===== src/hw/rtl/dmsr_pkg.sv =====
// ---------------------------------------------------------------------------
// dmsr_pkg: shared definitions of the dual motor speed ramp
// Widths, reset values, opcode and register codes, control and status
// structs between the lanes and the sequencer, and small helper functions.
// ---------------------------------------------------------------------------
`default_nettype none

package dmsr_pkg;

   // field widths
   localparam int SPEED_W     = 7;
   localparam int STEP_W      = 7;
   localparam int CFG_DELAY_W = 16;
   localparam int PERIOD_W    = 32;
   localparam int APB_ADDR_W  = 5;
   localparam int APB_DATA_W  = 32;

   // ramp and wait counters
   localparam int DELAY_BITS = 16;
   localparam logic [31:0] DELAY_LIM = 32'((64'd1 << DELAY_BITS) - 64'd1);

   localparam logic [SPEED_W-1:0] FULL_SPEED = 7'd100;

   // duty = q * speed + ((r * RECIP * speed) >> RECIP_SHIFT), period = 100 * q + r
   localparam int DUTY_Q_W    = 26;
   localparam int DUTY_RK_W   = 19;
   localparam int RECIP       = 5243;
   localparam int RECIP_SHIFT = 19;
   localparam int RK_PROD_W   = DUTY_RK_W + SPEED_W;
   localparam int PCT_DIV     = 100;
   localparam int REM_W       = 7;

   // period / 100 as (period * PCT_RECIP) >> PCT_RECIP_SHIFT, exact for any 32-bit period
   localparam logic [PERIOD_W-1:0] PCT_RECIP       = 32'd1374389535;
   localparam int                  PCT_RECIP_SHIFT = 37;

   // register reset values
   localparam logic [STEP_W-1:0]      RST_ACCEL_STEP   = 7'd10;
   localparam logic [CFG_DELAY_W-1:0] RST_ACCEL_DELAY  = 16'd100;
   localparam logic [STEP_W-1:0]      RST_BRAKE_STEP   = 7'd10;
   localparam logic [CFG_DELAY_W-1:0] RST_BRAKE_DELAY  = 16'd100;
   localparam logic [CFG_DELAY_W-1:0] RST_START_DELAY  = 16'd10;
   localparam logic [CFG_DELAY_W-1:0] RST_REVERSE_WAIT = 16'd100;
   localparam logic [PERIOD_W-1:0]    RST_PWM_PERIOD   = 32'd1000000;
   localparam logic [DUTY_Q_W-1:0]    RST_DUTY_Q       = DUTY_Q_W'(RST_PWM_PERIOD / PCT_DIV);
   localparam logic [DUTY_RK_W-1:0]   RST_DUTY_RK      =
      DUTY_RK_W'((RST_PWM_PERIOD % PCT_DIV) * RECIP);

   typedef enum logic [1:0] {
      OP_TICK = 2'd0,
      OP_SET  = 2'd1,
      OP_STOP = 2'd2,
      OP_NOP  = 2'd3
   } opcode_type;

   typedef enum logic [2:0] {
      REG_ACCEL_STEP   = 3'd0,
      REG_ACCEL_DELAY  = 3'd1,
      REG_BRAKE_STEP   = 3'd2,
      REG_BRAKE_DELAY  = 3'd3,
      REG_START_DELAY  = 3'd4,
      REG_REVERSE_WAIT = 3'd5,
      REG_PWM_PERIOD   = 3'd6
   } reg_index_type;

   typedef struct packed {
      logic [STEP_W-1:0]      accel_step;
      logic [CFG_DELAY_W-1:0] accel_delay;
      logic [STEP_W-1:0]      brake_step;
      logic [CFG_DELAY_W-1:0] brake_delay;
      logic [CFG_DELAY_W-1:0] start_delay;
      logic [CFG_DELAY_W-1:0] reverse_wait;
      logic [DUTY_Q_W-1:0]    duty_q;
      logic [DUTY_RK_W-1:0]   duty_rk;
   } cfg_type;

   // sequencer to lane
   typedef struct packed {
      logic tick;
      logic set_cmd;
      logic any_rev;
      logic stop;
      logic flip;
   } lane_ctrl_type;

   // lane to sequencer / output pipeline
   typedef struct packed {
      logic [SPEED_W-1:0] speed;
      logic               dir;
      logic [SPEED_W-1:0] speed_tick;
      logic               needs_rev;
      logic               mismatch;
   } lane_stat_type;

   // zero counts as one tick, saturate to the counter width
   function automatic logic [DELAY_BITS-1:0] delay_load(input logic [CFG_DELAY_W-1:0] d);
      logic [31:0] v;
      v = 32'(d);
      if (v == 32'd0) v = 32'd1;
      if (v > DELAY_LIM) v = DELAY_LIM;
      return v[DELAY_BITS-1:0];
   endfunction

   function automatic logic [SPEED_W-1:0] clamp_speed(input logic [SPEED_W-1:0] s);
      return (s > FULL_SPEED) ? FULL_SPEED : s;
   endfunction

endpackage

`default_nettype wire


===== src/hw/rtl/dmsr_duty.sv =====
// ---------------------------------------------------------------------------
// dmsr_duty: PWM duty pipeline of one motor
// Two stages: products of speed with the period quotient and the scaled
// remainder, then the sum. Advances only when the pipeline enable is high.
// ---------------------------------------------------------------------------
`default_nettype none

module dmsr_duty
   import dmsr_pkg::*;
(
   input  wire logic                 clock,
   input  wire logic                 en,
   input  wire logic [SPEED_W-1:0]   speed,
   input  wire logic [DUTY_Q_W-1:0]  duty_q,
   input  wire logic [DUTY_RK_W-1:0] duty_rk,
   output      logic [PERIOD_W-1:0]  duty
);

   logic [PERIOD_W-1:0]              prod_q;
   logic [RK_PROD_W-1:0]             prod_r;
   logic [PERIOD_W-1:0]              whole_ff;
   logic [RK_PROD_W-RECIP_SHIFT-1:0] frac_ff;
   logic [PERIOD_W-1:0]              duty_ff;

   // whole part never exceeds the period, so it fits the duty width
   assign prod_q = PERIOD_W'(duty_q) * PERIOD_W'(speed);
   assign prod_r = RK_PROD_W'(duty_rk) * RK_PROD_W'(speed);

   always_ff @(posedge clock) begin
      if (en) begin
         whole_ff <= prod_q;
         frac_ff  <= prod_r[RK_PROD_W-1:RECIP_SHIFT];
         duty_ff  <= whole_ff + PERIOD_W'(frac_ff);
      end
   end

   assign duty = duty_ff;

endmodule

`default_nettype wire

===== config.mk =====
export PLATFORM = sky130hd
export DESIGN_NAME = dmsr_duty
export DESIGN_NICKNAME = d
export VERILOG_FILES = /design/src/hw/rtl/dmsr_pkg.sv /design/src/hw/rtl/dmsr_duty.sv
export SDC_FILE = /design/constraint.sdc
export NUM_CORES = 1
export LEC_CHECK = 0
export BUFFER_PORTS_ARGS = -buffer_cell sky130_fd_sc_hd__buf_2
export CAP_MARGIN = 30
export CORE_UTILIZATION = 57
export DETAILED_ROUTE_END_ITERATION = 10
export PLACE_DENSITY = 0.79
export SLEW_MARGIN = 20
export SYNTH_ARGS = -nofsm -noshare
export SYNTH_HDL_FRONTEND = slang
export SYNTH_SLANG_ARGS = --single-unit

===== constraint.sdc =====
create_clock -name clock -period 5.1 [get_ports clock]
set_input_delay 0.765 -clock clock [delete_from_list [all_inputs] [get_ports clock]]
set_output_delay 0.765 -clock clock [all_outputs]
set_load 0.005 [all_outputs]

# [Yosys cells after proc, flatten, opt, wreduce, memory -nomap -nowiden]
# Cells that the tools add are included.
[totals] reg_bits=71 inputBits=54 output_inout_bits=32 elab_cells=6
[classes] add_sub_neg=1 n_mul=2
[ops] cell="$add A32 B7 Y32" n=1
[ops] cell="$mul A26 B7 Y32" n=1
[ops] cell="$mul A19 B7 Y26" n=1

# [Logic depth before layout (Yosys ltp)]
[depth] ltp_word=1 mapped_depth=19 ltp_nobuf=17

# [Worst setup path before layout]
# No wires, ideal clock.
[synth_path] path_kind="in2reg" start="input speed[1]" end="register whole_ff[31] (data pin)" setup_ps=260 arrival_time_ps=4859 required_time_ps=4840 slack_ps=-19 path_stages=16 n_path_buf=1 path_cell_list="clkbuf_1 and2_1 fa_1 fa_1 fa_1 inv_1 fa_1 inv_1 ha_1 and4_1 a2111oi_0 nor3_1 o31a_1 o31ai_4 o211ai_1 xnor2_1"
[synth_between] elab_chain_cells=1
[synth_lines] item="start: declaration" line_no="dmsr_duty.sv:13" source="input wire logic [SPEED_W-1:0] speed,"
[synth_lines] item="$mul A26 B7 Y32" line_no="dmsr_duty.sv:26" source="assign prod_q = PERIOD_W'(duty_q) * PERIOD_W'(speed);"
[synth_lines] item="via prod_q[31]" line_no="dmsr_duty.sv:19" source="logic [PERIOD_W-1:0] prod_q;"
[synth_lines] item="end signal: assignment" line_no="dmsr_duty.sv:31" source="whole_ff <= prod_q;"
[synth_lines] item="end: declaration" line_no="dmsr_duty.sv:21" source="logic [PERIOD_W-1:0] whole_ff;"
# The timed path passes the listed nets, and every way through them passes these cells.
# A chain may end at the register's enable or synchronous reset.

# [Worst setup path after layout]
[layout_path] start="input speed[3]" end="register whole_ff[18] (data pin)"
# The elaborated chain is that of the path after synthesis.

==> impl_metrics.tcl <==
set metrics [dict create \
    grt_max_degree 72 \
    period_needed_ns 4.96 \
    multi_input_area_mm2 0.00925 \
    reg2reg_setup_slack_ns 2.41 \
    seq_area_frac_synth 0.174 \
    fmax_ghz 0.201 \
    antenna_found_initial 1 \
    comb_power_share 0.732 \
    initialDrtViolationCount 473 \
    first_pass_iters 5 \
    wl_per_cell_um 14.9 \
    p_int_w 0.00397 \
    grt_overflow_total 0 \
    cts_buffer_depth 2 \
    clock_sinks 71 \
    syn_nets 1646 \
    areaGrowthSynthToFinish_pct 17.9 \
    synth_top_flop_cell "edfxtp_1" \
    maxCapViolations 0 \
    num-nets-final 1847 \
    die_y_um 149 \
    netlist_instances 1292 \
    crit_path_start_kind "input port" \
    cp_max_fo 23 \
    grt_pass1_vias 9662 \
    cts_tree "done" \
    finalPower_w 0.00703 \
    end_kind "flop" \
    final_common_cell "inv_1" \
    hold_viol_final 0 \
    core_region_area_mm2 0.0210 \
    regArea_mm2 0.00213 \
    die_area_mm2 0.0221 \
    drt-vias-per-instance 5.30 \
    p_switching_w 0.00306 \
    arrival_ns 5.03 \
    dp.cells 1752 \
    hold_buffers 0 \
    dpl.hpwl_um 21200 \
    cts_buffers 9 \
    fin_crit_sh 0.973 \
    clockPowerShare 0.094 \
    p_sw_frac 0.435 \
    io_pins 86 \
    clk_pin_slew_ns 0.06 \
    seqPwrFrac 0.175 \
    track_usage 0.256 \
    ys_warn_count 0 \
    gp_congestion 0.916 \
    peakVddDrop_mv 0.304 \
    synth_top_area_cell "fa_1" \
    synth_area_leaders "fa_1 (33%), edfxtp_1 (17%), and2_1 (11%), ha_1 (10%), inv_1 (7.0%)" \
    tightest_slew_ns 0.866 \
    fin_worst_skew_ns 0.00959 \
    cts-root-buf "clkbuf_16" \
    die_w_um 149 \
    ant_nets 0 \
    p_leak_nw 7.23 \
    clk-insertion-delay-late_ns 0.33 \
    core.rowCount 53 \
    ys_async_sr_fraction 0 \
    avgSynthCellArea_um2 9.49 \
    fill_cells 1530 \
    hp-class "reg -> reg" \
    grt_pass1_wl_um 45400 \
    syn-cell-area_mm2 0.0123 \
    drcViolationCount 0 \
    cp_data_required_time_ns 5.16 \
    ys_ff_latch 71 \
    critPathKind "in -> reg" \
    drive_gt1_frac 0.175 \
    synth_cell_type_count 54 \
    vias 9408 \
    synth.top_cell.area_share 0.330 \
    outcome "complete, no violations" \
    final_cell_mix "inv_1 (227), and2_1 (209), fa_1 (200), nand2_1 (146), buf_4 (138)" \
    setup_viol 0 \
    start_util 0.583 \
    synth-edff-count 71 \
    numPortBuffers 85 \
    power_density_mw_per_mm2 487 \
    max_slew_margin 0.423 \
    fin_cells 1774 \
    cts_max_level 3 \
    slew_viol_final 0 \
    routed_wl_um 26500 \
]
power by group through the flow:
stage / registers [W] / clock network [W] / logic [W]
2_1_floorplan: 0.00122 / 0 / 0.00318
3_3_place_gp: 0.00122 / 0 / 0.00474
3_5_place_dp: 0.00123 / 0 / 0.00490
4_1_cts: 0.00123 / 0.000670 / 0.00498
5_1_grt: 0.00125 / 0.000696 / 0.00576
6_report: 0.00123 / 0.000659 / 0.00514
worst paths after layout:
check | end | depth (start not counted) | startpoint
min reg2reg | duty[0]$_DFFE_PP_ | 1 | frac_ff[0]$_DFFE_PP_
max | whole_ff[18]$_DFFE_PP_ | 19 | speed[3]
max reg2reg | duty[22]$_DFFE_PP_ | 10 | whole_ff[0]$_DFFE_PP_
min | duty[0]$_DFFE_PP_ | 1 | frac_ff[0]$_DFFE_PP_
metal layers:
layer | track usage | wire (µm) | vias up
met5 | 0 | 0 | -
met4 | 0.0680 | 376 | 0
met3 | 0.0233 | 1370 | 31
met2 | 0.426 | 12700 | 300
met1 | 0.361 | 12000 | 4611
li1 | - | - | 4466
flip-flops by register name, indices dropped and copies added (netlist names):
register and cells:
duty 32, whole_ff 32, frac_ff 7
kinds of logic (layout without fill, tap and decap cells):
family / after synthesis / in the layout / share of synthesized area
adder cells (fa/ha/maj): 300 / 300 / 0.430
AO/OA/AOI/OAI: 135 / 135 / 0.0744
AND/OR/NAND/NOR: 458 / 458 / 0.194
other: 0 / 1 / 0
flip-flops: 71 / 71 / 0.174
XOR/XNOR: 65 / 65 / 0.0464
buffers and inverters: 262 / 468 / 0.0802
multiplexers: 1 / 1 / 0.000817
through the flow:
| stage | util | TNS [ns] | hold WS [ns] | instance area [µm²] | worst slack [ns] |
|---|---|---|---|---|---|
| 2_1_floorplan | - | 0 | 0.513 | 12300 | 0.00441 |
| 3_3_place_gp | 0.663 | -7.06 | 0.538 | 13900 | -0.425 |
| 3_5_place_dp | 0.663 | -9.15 | 0.542 | 13900 | -0.543 |
| 4_1_cts | 0.680 | 0 | 0.565 | 14300 | 0.0354 |
| 5_1_grt | 0.687 | -0.0103 | 0.572 | 14400 | -0.00639 |
| 6_report | 0.687 | 0 | 0.556 | 14400 | 0.136 |
worst max-delay path, cell delays in order:
cell,delay (ns)
buf_12,0.14
buf_4,0.15
and2_1,0.14
fa_1,0.48
inv_1,0.06
fa_1,0.52
inv_1,0.05
fa_1,0.48
inv_1,0.05
fa_1,0.48
inv_1,0.04
ha_2,0.17
buf_4,0.14
a2111o_1,0.28
o22a_1,0.25
a211oi_1,0.42
o21a_1,0.18
o21ai_1,0.07
xor2_1,0.16
cell usage after synthesis, types with 3 or more instances:
cell       instances
a211oi_1           6
a21o_1            21
a21oi_1           43
a31oi_1            3
and2_1           210
and3_1             7
and4_1             3
clkbuf_1          35
edfxtp_1          71
fa_1             202
ha_1              98
inv_1            227
nand2_1          146
nand2b_1           4
nand3_1            8
nand4_1           10
nor2_1            45
nor2b_1            6
nor3_1             8
o2111ai_1          3
o211ai_1           5
o21a_1             7
o21ai_0           11
o21ai_1            9
o21bai_1           3
or3_1              4
xnor2_1           44
xor2_1            21
cell type report:
class / instances / share of cell area
Clock inverter: 5 / 0.00563
Tap cell: 275 / 0.0238
Multi-Input combinational cell: 959 / 0.640
Timing Repair Buffer: 225 / 0.107
Antenna cell: 1 / 0.000173
Clock buffer: 11 / 0.0161
Inverter: 227 / 0.0590
Sequential cell: 71 / 0.148
timing repair:
item	CTS	global route
endpoints found under the hold margin	0	0
setup buffers	0	5
cloned	0	0
setup endpoints to repair	17	17
pin swaps	1	13
gates resized for setup	9	26
No activity file was read; power rests on OpenSTA's default activity.
