**config.mk**
```make
export PLATFORM = sky130hd
export DESIGN_NAME = dmsr_csr
export DESIGN_NICKNAME = d
export VERILOG_FILES = /design/src/hw/rtl/dmsr_pkg.sv /design/src/hw/rtl/dmsr_csr.sv
export SDC_FILE = /design/constraint.sdc
export NUM_CORES = 2
export LEC_CHECK = 0
export BUFFER_PORTS_ARGS = -buffer_cell sky130_fd_sc_hd__buf_2
export CAP_MARGIN = 20
export CORE_MARGIN = 8
export CORE_UTILIZATION = 63
export CTS_BUF_LIST = sky130_fd_sc_hd__clkbuf_16
export CTS_CLUSTER_DIAMETER = 60
export DETAILED_ROUTE_END_ITERATION = 10
export HOLD_SLACK_MARGIN = 0.1
export PLACE_DENSITY = 0.83
export SETUP_SLACK_MARGIN = 0.5
export SYNTH_ARGS = -nofsm -noshare
export SYNTH_HDL_FRONTEND = slang
export SYNTH_SLANG_ARGS = --single-unit
export TNS_END_PERCENT = 5
```
**constraint.sdc**
```tcl
create_clock -name clock -period 15.6 [get_ports clock]
set_input_delay 3.9 -clock clock [delete_from_list [all_inputs] [get_ports clock]]
set_output_delay 3.9 -clock clock [all_outputs]
set_load 0.03 [all_outputs]
```
**src/hw/rtl/dmsr_pkg.sv**
```systemverilog
// ---------------------------------------------------------------------------
// dmsr_pkg: shared definitions of the dual motor speed ramp
// Widths, reset values, opcode and register codes, control and status
// structs between the lanes and the sequencer, and small helper functions.
// ---------------------------------------------------------------------------
`default_nettype none

package dmsr_pkg;

   // field widths
   localparam int SPEED_W     = 7;
   localparam int STEP_W      = 7;
   localparam int CFG_DELAY_W = 16;
   localparam int PERIOD_W    = 32;
   localparam int APB_ADDR_W  = 5;
   localparam int APB_DATA_W  = 32;

   // ramp and wait counters
   localparam int DELAY_BITS = 16;
   localparam logic [31:0] DELAY_LIM = 32'((64'd1 << DELAY_BITS) - 64'd1);

   localparam logic [SPEED_W-1:0] FULL_SPEED = 7'd100;

   // duty = q * speed + ((r * RECIP * speed) >> RECIP_SHIFT), period = 100 * q + r
   localparam int DUTY_Q_W    = 26;
   localparam int DUTY_RK_W   = 19;
   localparam int RECIP       = 5243;
   localparam int RECIP_SHIFT = 19;
   localparam int RK_PROD_W   = DUTY_RK_W + SPEED_W;
   localparam int PCT_DIV     = 100;
   localparam int REM_W       = 7;

   // period / 100 as (period * PCT_RECIP) >> PCT_RECIP_SHIFT, exact for any 32-bit period
   localparam logic [PERIOD_W-1:0] PCT_RECIP       = 32'd1374389535;
   localparam int                  PCT_RECIP_SHIFT = 37;

   // register reset values
   localparam logic [STEP_W-1:0]      RST_ACCEL_STEP   = 7'd10;
   localparam logic [CFG_DELAY_W-1:0] RST_ACCEL_DELAY  = 16'd100;
   localparam logic [STEP_W-1:0]      RST_BRAKE_STEP   = 7'd10;
   localparam logic [CFG_DELAY_W-1:0] RST_BRAKE_DELAY  = 16'd100;
   localparam logic [CFG_DELAY_W-1:0] RST_START_DELAY  = 16'd10;
   localparam logic [CFG_DELAY_W-1:0] RST_REVERSE_WAIT = 16'd100;
   localparam logic [PERIOD_W-1:0]    RST_PWM_PERIOD   = 32'd1000000;
   localparam logic [DUTY_Q_W-1:0]    RST_DUTY_Q       = DUTY_Q_W'(RST_PWM_PERIOD / PCT_DIV);
   localparam logic [DUTY_RK_W-1:0]   RST_DUTY_RK      =
      DUTY_RK_W'((RST_PWM_PERIOD % PCT_DIV) * RECIP);

   typedef enum logic [1:0] {
      OP_TICK = 2'd0,
      OP_SET  = 2'd1,
      OP_STOP = 2'd2,
      OP_NOP  = 2'd3
   } opcode_type;

   typedef enum logic [2:0] {
      REG_ACCEL_STEP   = 3'd0,
      REG_ACCEL_DELAY  = 3'd1,
      REG_BRAKE_STEP   = 3'd2,
      REG_BRAKE_DELAY  = 3'd3,
      REG_START_DELAY  = 3'd4,
      REG_REVERSE_WAIT = 3'd5,
      REG_PWM_PERIOD   = 3'd6
   } reg_index_type;

   typedef struct packed {
      logic [STEP_W-1:0]      accel_step;
      logic [CFG_DELAY_W-1:0] accel_delay;
      logic [STEP_W-1:0]      brake_step;
      logic [CFG_DELAY_W-1:0] brake_delay;
      logic [CFG_DELAY_W-1:0] start_delay;
      logic [CFG_DELAY_W-1:0] reverse_wait;
      logic [DUTY_Q_W-1:0]    duty_q;
      logic [DUTY_RK_W-1:0]   duty_rk;
   } cfg_type;

   // sequencer to lane
   typedef struct packed {
      logic tick;
      logic set_cmd;
      logic any_rev;
      logic stop;
      logic flip;
   } lane_ctrl_type;

   // lane to sequencer / output pipeline
   typedef struct packed {
      logic [SPEED_W-1:0] speed;
      logic               dir;
      logic [SPEED_W-1:0] speed_tick;
      logic               needs_rev;
      logic               mismatch;
   } lane_stat_type;

   // zero counts as one tick, saturate to the counter width
   function automatic logic [DELAY_BITS-1:0] delay_load(input logic [CFG_DELAY_W-1:0] d);
      logic [31:0] v;
      v = 32'(d);
      if (v == 32'd0) v = 32'd1;
      if (v > DELAY_LIM) v = DELAY_LIM;
      return v[DELAY_BITS-1:0];
   endfunction

   function automatic logic [SPEED_W-1:0] clamp_speed(input logic [SPEED_W-1:0] s);
      return (s > FULL_SPEED) ? FULL_SPEED : s;
   endfunction

endpackage

`default_nettype wire

```
**src/hw/rtl/dmsr_csr.sv**
```systemverilog
// ---------------------------------------------------------------------------
// dmsr_csr: register file and PWM period divider
// APB-style writes and reads; a period write starts a division
// by 100 (reciprocal multiply, remainder, scaling) that yields the quotient
// and scaled remainder used for duty.
// ---------------------------------------------------------------------------
`default_nettype none

module dmsr_csr
   import dmsr_pkg::*;
(
   input  wire logic                  clock,
   input  wire logic                  reset,
   input  wire logic                  psel,
   input  wire logic                  penable,
   input  wire logic                  pwrite,
   input  wire logic [APB_ADDR_W-1:0] paddr,
   input  wire logic [APB_DATA_W-1:0] pwdata,
   output      logic [APB_DATA_W-1:0] prdata,
   output      logic                  pready,
   output      cfg_type               cfg,
   output      logic                  div_busy
);

   typedef enum logic [1:0] {
      DV_IDLE,
      DV_MUL,
      DV_REM,
      DV_DONE
   } dv_state_type;

   logic [STEP_W-1:0]      accel_step_ff;
   logic [CFG_DELAY_W-1:0] accel_delay_ff;
   logic [STEP_W-1:0]      brake_step_ff;
   logic [CFG_DELAY_W-1:0] brake_delay_ff;
   logic [CFG_DELAY_W-1:0] start_delay_ff;
   logic [CFG_DELAY_W-1:0] reverse_wait_ff;
   logic [PERIOD_W-1:0]    pwm_period_ff;

   dv_state_type           dv_state_ff;
   logic [DUTY_Q_W-1:0]    dv_q_ff;
   logic [REM_W-1:0]       dv_rem_ff;
   logic [DUTY_Q_W-1:0]    duty_q_ff;
   logic [DUTY_RK_W-1:0]   duty_rk_ff;

   logic                   wr_en;
   reg_index_type          wr_idx;
   logic [2*PERIOD_W-1:0]  recip_prod;
   logic [PERIOD_W-1:0]    q_times_pct;

   assign pready = 1'b1;
   assign wr_en  = psel & penable & pwrite;
   assign wr_idx = reg_index_type'(paddr[APB_ADDR_W-1:2]);

   // register writes
   always_ff @(posedge clock) begin
      if (reset) begin
         accel_step_ff   <= RST_ACCEL_STEP;
         accel_delay_ff  <= RST_ACCEL_DELAY;
         brake_step_ff   <= RST_BRAKE_STEP;
         brake_delay_ff  <= RST_BRAKE_DELAY;
         start_delay_ff  <= RST_START_DELAY;
         reverse_wait_ff <= RST_REVERSE_WAIT;
         pwm_period_ff   <= RST_PWM_PERIOD;
      end else if (wr_en) begin
         case (wr_idx)
            REG_ACCEL_STEP:   accel_step_ff   <= pwdata[STEP_W-1:0];
            REG_ACCEL_DELAY:  accel_delay_ff  <= pwdata[CFG_DELAY_W-1:0];
            REG_BRAKE_STEP:   brake_step_ff   <= pwdata[STEP_W-1:0];
            REG_BRAKE_DELAY:  brake_delay_ff  <= pwdata[CFG_DELAY_W-1:0];
            REG_START_DELAY:  start_delay_ff  <= pwdata[CFG_DELAY_W-1:0];
            REG_REVERSE_WAIT: reverse_wait_ff <= pwdata[CFG_DELAY_W-1:0];
            REG_PWM_PERIOD:   pwm_period_ff   <= pwdata[PERIOD_W-1:0];
            default: ;
         endcase
      end
   end

   // read mux
   always_comb begin
      case (wr_idx)
         REG_ACCEL_STEP:   prdata = APB_DATA_W'(accel_step_ff);
         REG_ACCEL_DELAY:  prdata = APB_DATA_W'(accel_delay_ff);
         REG_BRAKE_STEP:   prdata = APB_DATA_W'(brake_step_ff);
         REG_BRAKE_DELAY:  prdata = APB_DATA_W'(brake_delay_ff);
         REG_START_DELAY:  prdata = APB_DATA_W'(start_delay_ff);
         REG_REVERSE_WAIT: prdata = APB_DATA_W'(reverse_wait_ff);
         REG_PWM_PERIOD:   prdata = APB_DATA_W'(pwm_period_ff);
         default:          prdata = '0;
      endcase
   end

   // quotient by reciprocal multiply, remainder by back-multiply and subtract
   assign recip_prod  = (2*PERIOD_W)'(pwm_period_ff) * (2*PERIOD_W)'(PCT_RECIP);
   assign q_times_pct = PERIOD_W'(dv_q_ff) * PERIOD_W'(PCT_DIV);

   // divider sequencer
   always_ff @(posedge clock) begin
      if (reset) begin
         dv_state_ff <= DV_IDLE;
         dv_q_ff     <= '0;
         dv_rem_ff   <= '0;
         duty_q_ff   <= RST_DUTY_Q;
         duty_rk_ff  <= RST_DUTY_RK;
      end else if (wr_en && wr_idx == REG_PWM_PERIOD) begin
         dv_state_ff <= DV_MUL;
      end else begin
         case (dv_state_ff)
            DV_MUL: begin
               dv_q_ff     <= DUTY_Q_W'(recip_prod >> PCT_RECIP_SHIFT);
               dv_state_ff <= DV_REM;
            end
            DV_REM: begin
               dv_rem_ff   <= REM_W'(pwm_period_ff - q_times_pct);
               dv_state_ff <= DV_DONE;
            end
            DV_DONE: begin
               duty_q_ff   <= dv_q_ff;
               duty_rk_ff  <= DUTY_RK_W'(dv_rem_ff * RECIP);
               dv_state_ff <= DV_IDLE;
            end
            default: dv_state_ff <= DV_IDLE;
         endcase
      end
   end

   assign div_busy = (dv_state_ff != DV_IDLE);

   always_comb begin
      cfg.accel_step   = accel_step_ff;
      cfg.accel_delay  = accel_delay_ff;
      cfg.brake_step   = brake_step_ff;
      cfg.brake_delay  = brake_delay_ff;
      cfg.start_delay  = start_delay_ff;
      cfg.reverse_wait = reverse_wait_ff;
      cfg.duty_q       = duty_q_ff;
      cfg.duty_rk      = duty_rk_ff;
   end

endmodule

`default_nettype wire

```
# ---- Word level (Yosys, flattened, before mapping)
# Cells that the tools add are included.
dict set report word_totals {
  reg_bits 190
}
dict set report op_classes {
  addsub 1
  multipliers 3
  n_eq_ne 9
  mux 3
  n_bitwise 3
  n_reduce_logical 14
}
# cell count
set ops {}
lappend ops {{one-hot mux 32 bit (7 select lines)} 1}
lappend ops {{multiplier 32 x 31 -> 63 bit (second input constant)} 1}
lappend ops {{multiplier 26 x 5 -> 5 bit (second input constant)} 1}
lappend ops {{AND reduction 2 bit} 10}
lappend ops {{multiplier 7 x 13 -> 19 bit (second input constant)} 1}
lappend ops {{== test 3 bit (second input constant)} 3}
lappend ops {{subtractor 7 bit} 1}
lappend ops {{== test 3 x 2 -> 1 bit (second input constant)} 2}
lappend ops {{== test 2 bit (second input constant)} 2}
lappend ops {{one-hot mux 2 bit (2 select lines)} 1}
lappend ops {{== test 3 x 1 -> 1 bit (second input constant)} 1}
lappend ops {{zero test 3 bit} 1}
lappend ops {{AND 1 bit} 2}
lappend ops {{== test 2 x 1 -> 1 bit (second input constant)} 1}
lappend ops {{nonzero test 2 bit} 1}
lappend ops {{OR reduction 2 bit} 1}
lappend ops {{logical AND 1 bit} 1}
lappend ops {{two-way mux 1 bit} 1}
lappend ops {{NOT 1 bit} 1}

# ---- Logic depth before layout (Yosys ltp)
dict set report logic_depth {
  ltp_word 5
  mapped_depth 25
  mapped_depth_nobuf 25
}

# ---- Worst setup path before layout
# OpenSTA, ideal clock, no wires.
dict set report synth_path {
  path_kind {in2out}
  start {in paddr[2]}
  end {out prdata[5]}
  arrival_ns 5.475
  slack_ns 6.225
  path_stages 4
  n_path_buf 2
  cell_sequence {clkbuf_1 -> buf_1 -> mux4_2 -> mux2_2}
}
dict set report synth_between {
  elab_chain_cells 2
}
# element line
set synth_lines {}
lappend synth_lines {{from (decl)} dmsr_csr.sv:17} ;# input wire logic [APB_ADDR_W-1:0] paddr,
lappend synth_lines {{== test 3 bit (tied with other cells)} dmsr_csr.sv:81} ;# case (wr_idx)
lappend synth_lines {{one-hot mux 32 bit (7 select lines) *} dmsr_csr.sv:81}
lappend synth_lines {{to (decl)} dmsr_csr.sv:19} ;# output logic [APB_DATA_W-1:0] prdata,
# Every way passes the cells marked *; elsewhere a longest branch is shown, timed or not.

# ---- Worst setup path in the final report
dict set report layout_path {
  start {in paddr[4]}
  end {out prdata[0]}
}
# The elaborated chain is that of the path after synthesis.

==> run metrics <==
synth-to-layout area growth 7.87%; Highest Clock Rate 96.6 MHz; fin area 28200 sq um; CTS tree yes; status complete, no violations; Final Hold Vio Count 0; power per cell area 68.0 nW/um^2; post-route setup slack 5.25 ns; FF-to-FF path depth 25; Setup Fix Bufs, Post-CTS 0; Final min period 10.35 ns; crit path DAT 6.45 ns; die area 48300 sq um; ANT cells 0; Max Cap Violations 0; fin crit share 66.3%; # setup viols final 0; chip height 220 um; area leader, netlist fa_1; cell-internal power 1070 uW; WL per Instance 21.6 um; ANT nets after route 0; Setup TNS 0 ns; Worst Tran Pin Value 1.09 ns; RSZ-0062 raised after global routing false; H-Tree Depth 4; Port-buffer cells 195; first-pass GRT wire length 121000 um; initial drt markers 1674; worst hold path class reg -> reg; Top FF cell, synth dfxtp_1; Post-synth EDFFs 0; Initial Util 63.9%; Final Util 69.0%; clk_lat worst skew 0.45 ns; top cells by count, synth inv_1 (674), ha_1 (453), fa_1 (407); clock power share 22.1%; post-DP HPWL 64700 um; Max FO, Critical Path 49; initial antenna violation count 0; Max IR drop VDD 68.7 uV; DRC Markers 0; via count 20600; pre-CTS WS 5.38 ns; most area-consuming cells after synthesis fa_1 (31%), ha_1 (22%), dfxtp_1 (15%), inv_1 (9.7%), nand2_1 (5.0%); IO Count 199; CTS Sinks 190; end point of the worst hold path duty_rk_ff[13]$_SDFFE_PP0P_; Die Width 220 um; Clock transition at path regs 0.08 ns; Post-Syn Nets 3737; Relative slew margins 26.1%; final clock skew 0.0160 ns; CTS Root Cell clkbuf_16; Synth cell types 67; WHS Path Cells 2; Leak Pwr 0.0154 uW; clock buffer depth 2; Mapped Avg Cell Area 9.23 sq um; R2R Setup Slk 7.32 ns; Logic pwr share 52.1%; Worst setup EP type output pin; Startpoint Class input port; Routability Congestion 0.985; Net Sw Frac 44.3%; global route overflow 0; share of layout cells above drive strength 1 8.70%; sequential share of the synthesized area 14.5%; worst flop-to-flop path startpoint pwm_period_ff[4]$_SDFFE_PP0P_; Req. time, crit path 11.70 ns; Hold Path Origin duty_rk_ff[13]$_SDFFE_PP0P_; Routed WL 76300 um; core area 40900 sq um; Hold Buf Count CTS 0; Post-Synthesis Cells 2835; Yosys warning total 0; Switch Pwr 850 uW; most frequent cell after synthesis inv_1; share of Yosys cell area claimed by the top area cell type 31.1%; DR vias/cell 5.82; worst reg2reg path endpoint dv_q_ff[10]$_SDFFE_PP0P_; worst setup path start paddr[4]; CTS buffer count 17; fraction of power consumed by sequential logic 25.8%; max-slew violations 0; 1st-pass router iterations 6; GR Util All Layers 32.3%; CP Class in -> out; flops & latches, synth 190; largest net degree at the start of global routing 107; cts repair resizes 0; Site Rows 74; DP Area 27600 sq um; Filler cells 3175; ys async rst share 0%; # nets final 3890; mapped cell area 26200 sq um; number of global-route vias before repair 22000
==> logic make-up (layout without fill, tap and decap cells) <==
group / Yosys count / count (layout) / synth area share [%]
AND/OR/NAND/NOR: 566 / 566 / 9.40
XOR/XNOR: 39 / 39 / 1.31
adder cells (fa/ha/maj): 860 / 860 / 52.8
buffers and inverters: 753 / 919 / 10.8
AO/OA/AOI/OAI: 386 / 386 / 9.39
multiplexers: 40 / 40 / 1.74
other: 1 / 1 / 0.0143
flip-flops: 190 / 190 / 14.5
==> worst max-delay path by stage <==
stage | endpoint | depth (start not counted)
CTS | prdata[0] | 6
global placement | prdata[1] | 6
finish | prdata[0] | 6
detailed placement | prdata[0] | 6
floorplan | prdata[5] | 4
global route | prdata[1] | 6
==> layer usage <==
metal / vias to the layer above / GRT usage (%) / share of wire [%]
met2: 817 / 53.0 / 48
li1: 9337 / - / -
met3: 241 / 5.22 / 6.7
met5: - / 0 / 0
met4: 0 / 17.6 / 6.2
met1: 10200 / 40.5 / 39
==> power groups by stage <==
stage               Sequential (uW)  Combinational, uW  Clock (uW)
global placement                506                950           0
global route                    496               1090         446
floorplan                       507                666           0
detailed placement              506                976           0
finish                          495               1000         424
CTS                             495                984         424
==> worst max-delay path, stage by stage <==
cell	delay (ns)
buf_2	0.69
nand2b_1	0.33
nor2_1	0.91
a22oi_1	0.21
nand3_1	0.17
buf_2	0.22
==> state kept, by name, indices dropped and copies added, names as in the netlist <==
name	flops
accel_step_ff	7
start_delay_ff	16
duty_q_ff	26
reverse_wait_ff	16
pwm_period_ff	32
brake_step_ff	7
dv_rem_ff	7
dv_q_ff	26
brake_delay_ff	16
dv_state_ff	2
duty_rk_ff	19
accel_delay_ff	16
==> area by class of cell <==
class / count / area [sq um] / area share, %
multi-input cells: 1892 / 19500 / 69.2
flip-flops and latches: 190 / 3800 / 13.5
inverters: 674 / 2530 / 8.96
repair buffers: 213 / 1140 / 4.03
well taps: 532 / 666 / 2.36
clock buffers: 17 / 425 / 1.51
clock inverters: 15 / 128 / 0.452
==> through the flow <==
| stage | hold WS, ns | power, uW | instances |
|---|---|---|---|
| finish | 0.455 | 1920 | 3533 |
| CTS | 0.455 | 1900 | 3531 |
| global route | 0.471 | 2030 | 3533 |
| detailed placement | 0.444 | 1480 | 3499 |
| global placement | 0.440 | 1460 | 3499 |
| floorplan | 0.431 | 1170 | 2835 |
==> cell usage in the layout, fill, tap and decap left out, drive strengths merged, types with 17 or more instances in the layout <==
cell / n
nor3: 18
fa: 407
xnor2: 33
and3: 32
o21bai: 18
a21oi: 203
buf: 213
inv: 682
mux2i: 33
ha: 453
nand3: 48
dfxtp: 190
a21o: 38
nand4: 20
o21ai: 21
nor2: 55
nand2: 352
clkbuf: 17
No activity file was read; power rests on OpenSTA's default activity.
