## src/hw/rtl/dmsr_pkg.sv

```systemverilog
// ---------------------------------------------------------------------------
// dmsr_pkg: shared definitions of the dual motor speed ramp
// Widths, reset values, opcode and register codes, control and status
// structs between the lanes and the sequencer, and small helper functions.
// ---------------------------------------------------------------------------
`default_nettype none

package dmsr_pkg;

   // field widths
   localparam int SPEED_W     = 7;
   localparam int STEP_W      = 7;
   localparam int CFG_DELAY_W = 16;
   localparam int PERIOD_W    = 32;
   localparam int APB_ADDR_W  = 5;
   localparam int APB_DATA_W  = 32;

   // ramp and wait counters
   localparam int DELAY_BITS = 16;
   localparam logic [31:0] DELAY_LIM = 32'((64'd1 << DELAY_BITS) - 64'd1);

   localparam logic [SPEED_W-1:0] FULL_SPEED = 7'd100;

   // duty = q * speed + ((r * RECIP * speed) >> RECIP_SHIFT), period = 100 * q + r
   localparam int DUTY_Q_W    = 26;
   localparam int DUTY_RK_W   = 19;
   localparam int RECIP       = 5243;
   localparam int RECIP_SHIFT = 19;
   localparam int RK_PROD_W   = DUTY_RK_W + SPEED_W;
   localparam int PCT_DIV     = 100;
   localparam int REM_W       = 7;

   // period / 100 as (period * PCT_RECIP) >> PCT_RECIP_SHIFT, exact for any 32-bit period
   localparam logic [PERIOD_W-1:0] PCT_RECIP       = 32'd1374389535;
   localparam int                  PCT_RECIP_SHIFT = 37;

   // register reset values
   localparam logic [STEP_W-1:0]      RST_ACCEL_STEP   = 7'd10;
   localparam logic [CFG_DELAY_W-1:0] RST_ACCEL_DELAY  = 16'd100;
   localparam logic [STEP_W-1:0]      RST_BRAKE_STEP   = 7'd10;
   localparam logic [CFG_DELAY_W-1:0] RST_BRAKE_DELAY  = 16'd100;
   localparam logic [CFG_DELAY_W-1:0] RST_START_DELAY  = 16'd10;
   localparam logic [CFG_DELAY_W-1:0] RST_REVERSE_WAIT = 16'd100;
   localparam logic [PERIOD_W-1:0]    RST_PWM_PERIOD   = 32'd1000000;
   localparam logic [DUTY_Q_W-1:0]    RST_DUTY_Q       = DUTY_Q_W'(RST_PWM_PERIOD / PCT_DIV);
   localparam logic [DUTY_RK_W-1:0]   RST_DUTY_RK      =
      DUTY_RK_W'((RST_PWM_PERIOD % PCT_DIV) * RECIP);

   typedef enum logic [1:0] {
      OP_TICK = 2'd0,
      OP_SET  = 2'd1,
      OP_STOP = 2'd2,
      OP_NOP  = 2'd3
   } opcode_type;

   typedef enum logic [2:0] {
      REG_ACCEL_STEP   = 3'd0,
      REG_ACCEL_DELAY  = 3'd1,
      REG_BRAKE_STEP   = 3'd2,
      REG_BRAKE_DELAY  = 3'd3,
      REG_START_DELAY  = 3'd4,
      REG_REVERSE_WAIT = 3'd5,
      REG_PWM_PERIOD   = 3'd6
   } reg_index_type;

   typedef struct packed {
      logic [STEP_W-1:0]      accel_step;
      logic [CFG_DELAY_W-1:0] accel_delay;
      logic [STEP_W-1:0]      brake_step;
      logic [CFG_DELAY_W-1:0] brake_delay;
      logic [CFG_DELAY_W-1:0] start_delay;
      logic [CFG_DELAY_W-1:0] reverse_wait;
      logic [DUTY_Q_W-1:0]    duty_q;
      logic [DUTY_RK_W-1:0]   duty_rk;
   } cfg_type;

   // sequencer to lane
   typedef struct packed {
      logic tick;
      logic set_cmd;
      logic any_rev;
      logic stop;
      logic flip;
   } lane_ctrl_type;

   // lane to sequencer / output pipeline
   typedef struct packed {
      logic [SPEED_W-1:0] speed;
      logic               dir;
      logic [SPEED_W-1:0] speed_tick;
      logic               needs_rev;
      logic               mismatch;
   } lane_stat_type;

   // zero counts as one tick, saturate to the counter width
   function automatic logic [DELAY_BITS-1:0] delay_load(input logic [CFG_DELAY_W-1:0] d);
      logic [31:0] v;
      v = 32'(d);
      if (v == 32'd0) v = 32'd1;
      if (v > DELAY_LIM) v = DELAY_LIM;
      return v[DELAY_BITS-1:0];
   endfunction

   function automatic logic [SPEED_W-1:0] clamp_speed(input logic [SPEED_W-1:0] s);
      return (s > FULL_SPEED) ? FULL_SPEED : s;
   endfunction

endpackage

`default_nettype wire

```

## src/hw/rtl/dmsr_lane.sv

```systemverilog
// ---------------------------------------------------------------------------
// dmsr_lane: ramp state of one motor
// Speed, target, direction, step timer and pending command of one motor,
// updated from the opcode decode and the shared direction change sequencer.
// ---------------------------------------------------------------------------
`default_nettype none

module dmsr_lane
   import dmsr_pkg::*;
(
   input  wire logic               clock,
   input  wire logic               reset,
   input  wire cfg_type            cfg,
   input  wire lane_ctrl_type      ctrl,
   input  wire logic [SPEED_W-1:0] req_speed,
   input  wire logic               req_dir,
   output      lane_stat_type      stat
);

   logic [SPEED_W-1:0]    speed_ff, speed_in;
   logic [SPEED_W-1:0]    target_ff, target_in;
   logic                  dir_ff, dir_in;
   logic [DELAY_BITS-1:0] timer_ff, timer_in;
   logic [SPEED_W-1:0]    pend_speed_ff, pend_speed_in;
   logic                  pend_dir_ff, pend_dir_in;
   logic                  needs_rev_ff, needs_rev_in;

   logic [SPEED_W-1:0]    diff_up, diff_dn;
   logic [SPEED_W-1:0]    step_spd;
   logic [SPEED_W-1:0]    tick_spd;
   logic [DELAY_BITS-1:0] tick_tmr;
   logic [DELAY_BITS-1:0] tmr_dec;
   logic [SPEED_W-1:0]    req_clamped;
   logic                  mismatch;
   logic                  do_tgt;
   logic [SPEED_W-1:0]    tgt_val;

   assign req_clamped = clamp_speed(req_speed);
   assign mismatch    = (dir_ff != req_dir);

   // one ramp step toward the target
   assign diff_up = target_ff - speed_ff;
   assign diff_dn = speed_ff - target_ff;
   always_comb begin
      if (speed_ff < target_ff)
         step_spd = speed_ff + ((cfg.accel_step < diff_up) ? cfg.accel_step : diff_up);
      else if (speed_ff > target_ff)
         step_spd = speed_ff - ((cfg.brake_step < diff_dn) ? cfg.brake_step : diff_dn);
      else
         step_spd = speed_ff;
   end

   // timer countdown, step on expiry and re-arm
   assign tmr_dec = timer_ff - DELAY_BITS'(1);
   always_comb begin
      tick_spd = speed_ff;
      tick_tmr = timer_ff;
      if (timer_ff != '0) begin
         tick_tmr = tmr_dec;
         if (tmr_dec == '0) begin
            tick_spd = step_spd;
            if (step_spd < target_ff)      tick_tmr = delay_load(cfg.accel_delay);
            else if (step_spd > target_ff) tick_tmr = delay_load(cfg.brake_delay);
            else                           tick_tmr = '0;
         end
      end
   end

   // new target selection
   always_comb begin
      do_tgt  = 1'b0;
      tgt_val = '0;
      if (ctrl.flip) begin
         do_tgt  = 1'b1;
         tgt_val = pend_speed_ff;
      end else if (ctrl.set_cmd && !ctrl.any_rev) begin
         do_tgt  = 1'b1;
         tgt_val = req_clamped;
      end else if (ctrl.set_cmd && mismatch) begin
         do_tgt  = 1'b1;
      end else if (ctrl.stop) begin
         do_tgt  = 1'b1;
      end
   end

   // next state
   always_comb begin
      speed_in      = speed_ff;
      target_in     = target_ff;
      dir_in        = dir_ff;
      timer_in      = timer_ff;
      pend_speed_in = pend_speed_ff;
      pend_dir_in   = pend_dir_ff;
      needs_rev_in  = needs_rev_ff;
      if (ctrl.tick) begin
         speed_in = tick_spd;
         timer_in = tick_tmr;
      end
      if (do_tgt && target_ff != tgt_val) begin
         target_in = tgt_val;
         timer_in  = delay_load(cfg.start_delay);
      end
      if (ctrl.set_cmd) begin
         needs_rev_in = mismatch;
         if (ctrl.any_rev) begin
            pend_speed_in = req_clamped;
            pend_dir_in   = req_dir;
         end
      end
      if (ctrl.stop) pend_speed_in = '0;
      if (ctrl.flip) begin
         needs_rev_in = 1'b0;
         if (needs_rev_ff) dir_in = pend_dir_ff;
      end
   end

   always_ff @(posedge clock) begin
      if (reset) begin
         speed_ff      <= '0;
         target_ff     <= '0;
         dir_ff        <= 1'b0;
         timer_ff      <= '0;
         pend_speed_ff <= '0;
         pend_dir_ff   <= 1'b0;
         needs_rev_ff  <= 1'b0;
      end else begin
         speed_ff      <= speed_in;
         target_ff     <= target_in;
         dir_ff        <= dir_in;
         timer_ff      <= timer_in;
         pend_speed_ff <= pend_speed_in;
         pend_dir_ff   <= pend_dir_in;
         needs_rev_ff  <= needs_rev_in;
      end
   end

   always_comb begin
      stat.speed      = speed_ff;
      stat.dir        = dir_ff;
      stat.speed_tick = tick_spd;
      stat.needs_rev  = needs_rev_ff;
      stat.mismatch   = mismatch;
   end

endmodule

`default_nettype wire

```

## config.mk

```make
export PLATFORM = sky130hd
export DESIGN_NAME = dmsr_lane
export DESIGN_NICKNAME = d
export VERILOG_FILES = /design/src/hw/rtl/dmsr_pkg.sv /design/src/hw/rtl/dmsr_lane.sv
export SDC_FILE = /design/constraint.sdc
export NUM_CORES = 1
export LEC_CHECK = 0
export ABC_AREA = 1
export BUFFER_PORTS_ARGS = -buffer_cell sky130_fd_sc_hd__buf_2
export CORE_ASPECT_RATIO = 0.6
export CORE_MARGIN = 2
export CORE_UTILIZATION = 30
export DETAILED_ROUTE_END_ITERATION = 6
export SYNTH_ARGS = -nofsm -noshare
export SYNTH_HDL_FRONTEND = slang
export SYNTH_SLANG_ARGS = --single-unit
export TNS_END_PERCENT = 5
```

## constraint.sdc

```tcl
create_clock -name clock -period 6.65 [get_ports clock]
set_input_delay 0.665 -clock clock [delete_from_list [all_inputs] [get_ports clock]]
set_output_delay 0.665 -clock clock [all_outputs]
set_load 0.02 [all_outputs]
```

# ---- Word-level counts from Yosys, hierarchy flattened
# Index checks and enable logic that the tools add are counted.
dict set report classes {
  magnitude_cmp 10
  muxes 33
  reduce_logical 16
  add_sub_neg 5
  eq_ne 2
}
# op count
set op_table {}
lappend op_table {{$mux W32} 8}
lappend op_table {{$mux W16} 12}
lappend op_table {{$gt A32 B16 Y1 const B} 3}
lappend op_table {{$logic_not A16 Y1} 4}
lappend op_table {{$mux W7} 9}
lappend op_table {{$lt A7 B7 Y1} 4}
lappend op_table {{$sub A7 B7 Y7} 3}
lappend op_table {{$reduce_bool A16 Y1} 1}
lappend op_table {{$sub A16 B1 Y16 const B} 1}
lappend op_table {{$gt A7 B7 Y1} 2}
lappend op_table {{$add A7 B7 Y7} 1}
lappend op_table {{$gt A7 B7 Y1 const B} 1}
lappend op_table {{$ne A7 B7 Y1} 1}
lappend op_table {{$reduce_and A2 Y1} 3}
lappend op_table {{$mux W1} 4}
lappend op_table {{$reduce_bool A2 Y1} 2}
lappend op_table {{$reduce_or A2 Y1} 2}
lappend op_table {{$logic_and A1 B1 Y1} 3}
lappend op_table {{$logic_not A1 Y1} 1}
lappend op_table {{$ne A1 B1 Y1} 1}
dict set report totals {
  inputBits 138
  ff_bits 40
  output_inout_bits 17
}

# ---- Logic depth before layout (Yosys ltp)
# Gate-level depths: netlist of the first run.
dict set report depth {
  ltp_word 19
  mapped_depth 41
  ltp_nobuf 40
}

# ---- Worst setup path before layout of the first run
# Ideal clock, no wire load.
dict set report synth_timing {
  kind {register -> register}
  start {register speed_ff[1]}
  end {register timer_ff[7]}
  setup_time_ps 70
  n_path_buf 2
  setup_slack_ps 1227
  arrival_ps 5353
  path_stages_with_launch 37
  path_cell_list {dfxtp_1 -> inv_1 -> ha_1 -> a21oi_1 -> o21bai_1 -> a21oi_1 -> nor2_1 -> nor2_1 -> xor2_1 -> ha_1 -> nand2_1 -> inv_1 -> a21oi_1 -> nand2_1 -> clkbuf_1 -> nand2_1 -> o21ai_0 -> ha_1 -> fa_1 -> inv_1 -> nand3_1 -> nand2_1 -> xnor2_1 -> nand2_1 -> o21ai_0 -> mux2i_1 -> ha_1 -> a21oi_1 -> nor2_1 -> nor3b_1 -> nand2_1 -> clkbuf_1 -> o22ai_1 -> nand2_1 -> nand2_1 -> nand2_1 -> a21oi_1}
}
dict set report synth_between {
  elab_chain_len 13
  elab_cells_between_ends 20
}
# element line_no
set synth_lines {}
lappend synth_lines {{start: declaration} dmsr_lane.sv:20} ;# logic [SPEED_W-1:0] speed_ff, speed_in;
lappend synth_lines {{start signal: assignment} dmsr_lane.sv:127} ;# speed_ff <= speed_in;
lappend synth_lines {{$sub A7 B7 Y7} dmsr_lane.sv:43} ;# assign diff_dn = speed_ff - target_ff;
lappend synth_lines {{$lt A7 B7 Y1} dmsr_lane.sv:48} ;# step_spd = speed_ff - ((cfg.brake_step < diff_dn) ? cfg.brake_step : diff_dn);
lappend synth_lines {{$mux W7} dmsr_lane.sv:48}
lappend synth_lines {{$sub A7 B7 Y7} dmsr_lane.sv:48}
lappend synth_lines {{$mux W7} dmsr_lane.sv:47} ;# else if (speed_ff > target_ff)
lappend synth_lines {{$mux W7 (*)} dmsr_lane.sv:45} ;# if (speed_ff < target_ff)
lappend synth_lines {{$gt A7 B7 Y1} dmsr_lane.sv:63} ;# else if (step_spd > target_ff) tick_tmr = delay_load(cfg.brake_delay);
lappend synth_lines {{$mux W16} dmsr_lane.sv:63}
lappend synth_lines {{$mux W16 (*)} dmsr_lane.sv:62} ;# if (step_spd < target_ff) tick_tmr = delay_load(cfg.accel_delay);
lappend synth_lines {{$mux W16 (*)} dmsr_lane.sv:60} ;# if (tmr_dec == '0) begin
lappend synth_lines {{$mux W16 (*)} dmsr_lane.sv:58} ;# if (timer_ff != '0) begin
lappend synth_lines {{$mux W16 (*)} dmsr_lane.sv:95} ;# if (ctrl.tick) begin
lappend synth_lines {{$mux W16 (*)} dmsr_lane.sv:99} ;# if (do_tgt && target_ff != tgt_val) begin
lappend synth_lines {{end signal: assignment} dmsr_lane.sv:130} ;# timer_ff <= timer_in;
lappend synth_lines {{end: declaration} dmsr_lane.sv:23} ;# logic [DELAY_BITS-1:0] timer_ff, timer_in;
# Mark *: on every way between the ends. The rest lies on a longest branch, timed or not. The select of a mux whose other input is x is not followed.
# A chain may end at the register's enable or synchronous reset.

# ---- Worst setup path after layout of the first run
dict set report layout_timing {
  start {register target_ff[0]}
  end {register timer_ff[7]}
}
dict set report layout_between {
  elab_chain_len 13
  elab_cells_between_ends 25
}
# element line_no
set layout_lines {}
lappend layout_lines {{start: declaration} dmsr_lane.sv:21} ;# logic [SPEED_W-1:0] target_ff, target_in;
lappend layout_lines {{start signal: assignment} dmsr_lane.sv:128} ;# target_ff <= target_in;
lappend layout_lines {{$sub A7 B7 Y7} dmsr_lane.sv:43}
lappend layout_lines {{$lt A7 B7 Y1} dmsr_lane.sv:48}
lappend layout_lines {{$mux W7} dmsr_lane.sv:48}
lappend layout_lines {{$sub A7 B7 Y7} dmsr_lane.sv:48}
lappend layout_lines {{$mux W7} dmsr_lane.sv:47}
lappend layout_lines {{$mux W7} dmsr_lane.sv:45}
lappend layout_lines {{$gt A7 B7 Y1} dmsr_lane.sv:63}
lappend layout_lines {{$mux W16} dmsr_lane.sv:63}
lappend layout_lines {{$mux W16} dmsr_lane.sv:62}
lappend layout_lines {{$mux W16} dmsr_lane.sv:60}
lappend layout_lines {{$mux W16} dmsr_lane.sv:58}
lappend layout_lines {{$mux W16} dmsr_lane.sv:95}
lappend layout_lines {{$mux W16} dmsr_lane.sv:99}
# Several ways; a longest one is shown, not always the timed one. The select of a mux whose other input is x is not followed.

==> results.sh, run 1 <==
export IMPL_run_status="finished clean"
export IMPL_crit_slowest_cell="fa_1"
export IMPL_synth_most_common_cell="nand2_1"
export IMPL_syn_inst=839
export IMPL_rsz0062_at_grt="false"
export IMPL_seq_area_sq_um=803
export IMPL_fin_tns_setup_ns=0
export IMPL_yosys_area_top_type="nand2_1"
export IMPL_clk_latency_ns=0.28
export IMPL_setup_violations=0
export IMPL_yosysWarnings=0
export IMPL_synthDominantCellAreaShare_pct=19.5
export IMPL_synth_compound_area_share_pct=17.3
export IMPL_netlist_area_sq_um=4900
export IMPL_max_stage_delay_ns=0.44
export IMPL_num_rows=36
export IMPL_synth_seq_area_share_pct=16.3
export IMPL_h_tree_depth=2
export IMPL_postSynthRegisterBits=40
export IMPL_area_delta_synth_final_pct=17.2
export IMPL_cts_max_path_buffers=2
export IMPL_cts_tree="done"
export IMPL_crit_top_cell="nand2_1"
export IMPL_io_buffer_count=93
export IMPL_synth_adder_area_share_pct=13.4
export IMPL_grt_pass1_wl_mm=25.2
export IMPL_dieHeight_um=103
export IMPL_finClkSkew_ns=0.00645
export IMPL_netlist_top_cells_count="255 x nand2_1, 126 x inv_1, 67 x o21ai_0"
export IMPL_die_area_sq_um=17400
export IMPL_ant_nets=0
export IMPL_insertedDiodeCount=0
export IMPL_path_buf_inv=6
export IMPL_fmax_mhz=164
export IMPL_dp_hpwl_mm=13.4
export IMPL_grt_pass1_vias=4714
export IMPL_synth_mux_area_share_pct=0.204
export IMPL_routedWlPerCell_um=14.1
export IMPL_start_util_pct=30.4
export IMPL_globalplace_congestion=0.903
export IMPL_maxSlewHeadroom_pct=37.2
export IMPL_design_core_area_sq_um=16100
export IMPL_synth_cell_type_count=44
export IMPL_multiInputGateArea_sq_um=3460
export IMPL_synthTopCellsByArea="nand2_1 20%, dfxtp_1 16%, ha_1 12%"
export IMPL_syn_avg_cell_area_sq_um=5.84
export IMPL_holdBufCountCts=0
export IMPL_grt_antenna_before_repair=0
export IMPL_grt_max_degree=34
export IMPL_ios=155
export IMPL_cp_required_ns=6.86
export IMPL_nNetsFinal=1117
export IMPL_synth_top_family_by_area="simple AND/OR/NAND/NOR gates"
export IMPL_period_minus_slack_ns=6.10
export IMPL_worst_pin_slew_ns=0.939
export IMPL_grt_overflow=0
export IMPL_hold_viol_final=0
export IMPL_cap_violations=0
export IMPL_clkSinkCount=40
export IMPL_syn_nets=1027
export IMPL_die_w_um=169
export IMPL_drc=0
export IMPL_wl_mm=16.1
export IMPL_synth_edf_count=0
export IMPL_holdCritPathClass="reg2reg"
export IMPL_numCtsBuffers=5
export IMPL_crit_path_end_kind="flip-flop"
export IMPL_synth_ff_type="dfxtp_1"
export IMPL_via_per_inst=4.82
export IMPL_clk_pin_slew_worst_paths_ns=0.06
export IMPL_cp_arrival_ns=6.31
export IMPL_fill_cells=1842
export IMPL_drive_gt1_share_pct=16.1
export IMPL_clockRootBuffer="clkbuf_16"
export IMPL_critPathTopFamily="adder cells"
export IMPL_start_kind="flip-flop"
export IMPL_worstSetupPathType="reg2reg"
export IMPL_path_max_fanout=19
export IMPL_drv_slew=0
export IMPL_synthXorXnorAreaFrac_pct=3.04
export IMPL_dr_first_iter_drc_count=486
export IMPL_first_pass_iters=5
export IMPL_period_share_pct=91.7
export IMPL_num_vias=5482
export IMPL_track_usage_pct=18.6
export IMPL_async_flop_share_pct=0
export IMPL_yosys_area_share_simple_pct=36.4
==> metal layers <==
metal  wire (um)  global-route usage (%)  vias to the layer above
met5           0                       0                        -
met4          68                    2.37                        0
met2        4850                    21.5                      203
met1        9830                    33.3                     2383
met3        1340                    2.53                        7
li1            -                       -                     2889
==> cell type report <==
cell class | instances | area share [%]
Clock buffer | 6 | 2.24
Clock inverter | 1 | 0.0871
Inverter | 136 | 8.97
Multi-Input combinational cell | 639 | 60.2
Sequential cell | 40 | 14.0
Tap cell | 209 | 4.55
Timing Repair Buffer | 107 | 9.93
==> registers in the layout, indices dropped and copies added, names as in the netlist <==
signal / flops
timer_ff: 16
target_ff: 7
speed_ff: 7
pend_dir_ff: 1
dir_ff: 1
pend_speed_ff: 7
needs_rev_ff: 1
==> per-stage QoR <==
stage	setup WS [ns]	cell area, sq um	instances	hold slack, ns	utilization (%)
2_1_floorplan	1.23	4900	839	0.448	-
3_3_place_gp	0.446	5600	1131	0.467	34.7
3_5_place_dp	0.427	5600	1131	0.477	34.7
4_1_cts	0.373	5730	1138	0.491	35.5
5_1_grt	0.00297	5740	1138	0.508	35.6
6_report	0.555	5740	1138	0.490	35.6
==> cell families (layout without fill, tap and decap cells) <==
group                    count (synthesis)  in the layout
AO/OA/AOI/OAI                          159            159
buffers and inverters                  160            250
flip-flops                              40             40
multiplexers                             1              1
XOR/XNOR                                17             17
AND/OR/NAND/NOR                        412            412
adder cells (fa/ha/maj)                 50             50
==> worst min-delay path, cell delays in order (launching register included) <==
cell and delay, ns:
dfxtp_1 0.31, nor2_1 0.09, nor2_1 0.05
==> placed cells by master, fill, tap and decap left out, types with 8 or more instances in the layout <==
| cell | n |
|---|---|
| xor2_1 | 14 |
| o21ai_0 | 65 |
| ha_1 | 45 |
| nand4_1 | 15 |
| nor4_1 | 8 |
| nor2_1 | 50 |
| inv_1 | 125 |
| o21ai_1 | 11 |
| buf_4 | 14 |
| nand2_1 | 255 |
| nand3_1 | 58 |
| inv_2 | 10 |
| dfxtp_1 | 38 |
| buf_2 | 93 |
| a21oi_1 | 62 |
==> timing repair <==
action,4_1_cts,5_1_grt
setup buffers,0,0
endpoints found under the setup margin,0,16
resized for setup,0,8
==> worst paths after layout <==
| path | from | to | slack, ns | depth (start not counted) |
|---|---|---|---|---|
| setup / recovery | target_ff[0] | timer_ff[7] | 0.55 | 35 |
| hold / removal | pend_speed_ff[5] | pend_speed_ff[5] | 0.49 | 2 |
| setup reg to reg | target_ff[0] | timer_ff[7] | 0.55 | 35 |
| hold reg to reg | pend_speed_ff[5] | pend_speed_ff[5] | 0.49 | 2 |
Power of run 1 is not shown: default switching activity piles up to over one toggle a cycle in this logic, so the estimate is an artifact.
==> run 2, diff against run 1 <==
Settings changed: PLACE_DENSITY set to 0.5, RECOVER_POWER set to 100, SLEW_MARGIN set to 20.
==> run 2 against run 1 <==
  * Critical endpoint is now timer_ff[1]
  * Hold slack worse by 0.0018 ns
  * Critical path depth fell by 1
  * Setup slack improved by 0.055 ns
  * Final area is 2.3% higher
  * Global-route usage rose by 0.23 points
  * Utilization is 0.81 points higher
==> results.sh, run 2 (same netlist as run 1, synthesis figures left out) <==
export IMPL_finClkSkew_ns=0.00693
export IMPL_placed_cells=1145
export IMPL_cp_required_ns=6.86
export IMPL_worstSetupPathType="reg2reg"
export IMPL_nNetsFinal=1131
export IMPL_hold_start="pend_dir_ff"
export IMPL_h_tree_depth=2
export IMPL_die_w_um=169
export IMPL_r2r_start="target_ff[0]"
export IMPL_hold_viol_final=0
export IMPL_run_status="finished clean"
export IMPL_whs_endpoint="dir_ff"
export IMPL_ant_nets=0
export IMPL_cts_max_path_buffers=2
export IMPL_crit_path_end_kind="flip-flop"
export IMPL_numCtsBuffers=5
export IMPL_wl_mm=16.3
export IMPL_fmax_mhz=166
export IMPL_num_vias=5329
export IMPL_drive_gt1_share_pct=15.7
export IMPL_crit_slowest_cell="fa_1"
export IMPL_worst_pin_slew_ns=0.887
export IMPL_start_util_pct=30.4
export IMPL_largest_reg_flops=16
export IMPL_reg2reg_slack_ns=0.61
export IMPL_layoutNonFillerInstCount=1153
export IMPL_io_buffer_count=93
export IMPL_grt_max_degree=34
export IMPL_r2r_end="timer_ff[1]"
export IMPL_num_rows=36
export IMPL_track_usage_pct=18.8
export IMPL_clkSinkCount=40
export IMPL_grt_pass1_vias=4771
export IMPL_area_delta_synth_final_pct=19.9
export IMPL_layout_commonest_cell="nand2_1"
export IMPL_dp_hpwl_mm=13.7
export IMPL_dr_first_iter_drc_count=357
export IMPL_clk_pin_slew_worst_paths_ns=0.07
export IMPL_routedWlPerCell_um=14.1
export IMPL_reg2reg_depth=34
export IMPL_globalplace_congestion=0.885
export IMPL_start_kind="flip-flop"
export IMPL_grt_overflow=0
export IMPL_setup_violations=0
export IMPL_top_register="timer_ff"
export IMPL_drc=0
export IMPL_dieHeight_um=103
export IMPL_holdCritPathClass="reg2reg"
export IMPL_cp_arrival_ns=6.25
export IMPL_via_per_inst=4.62
export IMPL_clockRootBuffer="clkbuf_16"
export IMPL_most_common_layout_cells="254 x nand2_1, 126 x inv_1, 80 x buf_2"
export IMPL_cts_tree="done"
export IMPL_grt_pass1_wl_mm=25.7
export IMPL_die_area_sq_um=17400
export IMPL_cts_setup_buffers=0
export IMPL_period_minus_slack_ns=6.04
export IMPL_clk_latency_ns=0.28
export IMPL_crit_top_cell="nand2_1"
export IMPL_insertedDiodeCount=0
export IMPL_period_share_pct=90.8
export IMPL_path_max_fanout=7
export IMPL_grt_antenna_before_repair=0
export IMPL_design_core_area_sq_um=16100
export IMPL_max_stage_delay_ns=0.43
export IMPL_drv_slew=0
export IMPL_cap_violations=0
export IMPL_first_pass_iters=5
export IMPL_ios=155
export IMPL_whs_path_depth=2
export IMPL_maxSlewHeadroom_pct=40.7
run 2: cell types whose count changed in the layout (fill, tap and decap cells not counted), sizes merged:
cell / change
buf: +1
bufinv: +1
clkbuf: +14
clkinv: -1
run 2: per-layer routing:
| layer | up-vias | wire length [um] | GRT usage, % |
|---|---|---|---|
| li1 | 2918 | - | - |
| met1 | 2251 | 10300 | 33.7 |
| met2 | 158 | 4850 | 22.4 |
| met3 | 2 | 1100 | 2.38 |
| met4 | 0 | 35 | 1.58 |
| met5 | - | 0 | 0 |
run 2: worst max-delay path: cells and delay by family, from the launching register on:
kind	cells	cell delay [ns]
AND/OR/NAND/NOR	14	1.63
XOR/XNOR	2	0.41
flip-flops	1	0.37
AO/OA/AOI/OAI	7	1.26
buffers and inverters	5	0.48
adder cells (fa/ha/maj)	6	1.81
run 2: what timing repair did:
item,CTS,global route
hold buffers,0,0
setup endpoints to repair,0,13
gates resized for setup,0,4
run 2: per-stage QoR:
stage	setup slack, ns	hold WS [ns]	TNS [ns]	util (%)	cell area (sq um)
6_report	0.610	0.489	0	36.4	5880
2_1_floorplan	1.23	0.448	0	-	4900
3_5_place_dp	0.603	0.482	0	35.4	5700
5_1_grt	-0.00856	0.516	-0.00856	36.4	5880
4_1_cts	0.544	0.491	0	36.5	5880
3_3_place_gp	0.640	0.465	0	35.4	5700
run 2: final cells by class:
type                            count  area, sq um
Fill cell                        1814        10200
Clock inverter                      1         30.0
Timing Repair Buffer              121          659
Clock buffer                        7          153
Tap cell                          209          262
Sequential cell                    40          801
Inverter                          136          515
Multi-Input combinational cell    639         3460
run 2: how the worst max path moves through the flow:
stage | start | end | slack, ns | depth (start not counted)
3_3_place_gp | target_ff[0] | timer_ff[15] | 0.64 | 39
5_1_grt | speed_ff[0] | timer_ff[1] | -0.009 | 37
2_1_floorplan | speed_ff[1] | timer_ff[7] | 1.23 | 36
6_report | target_ff[0] | timer_ff[1] | 0.61 | 34
3_5_place_dp | target_ff[0] | timer_ff[13] | 0.60 | 39
4_1_cts | target_ff[0] | timer_ff[13] | 0.54 | 39
Power of run 2 is left out for the same reason.
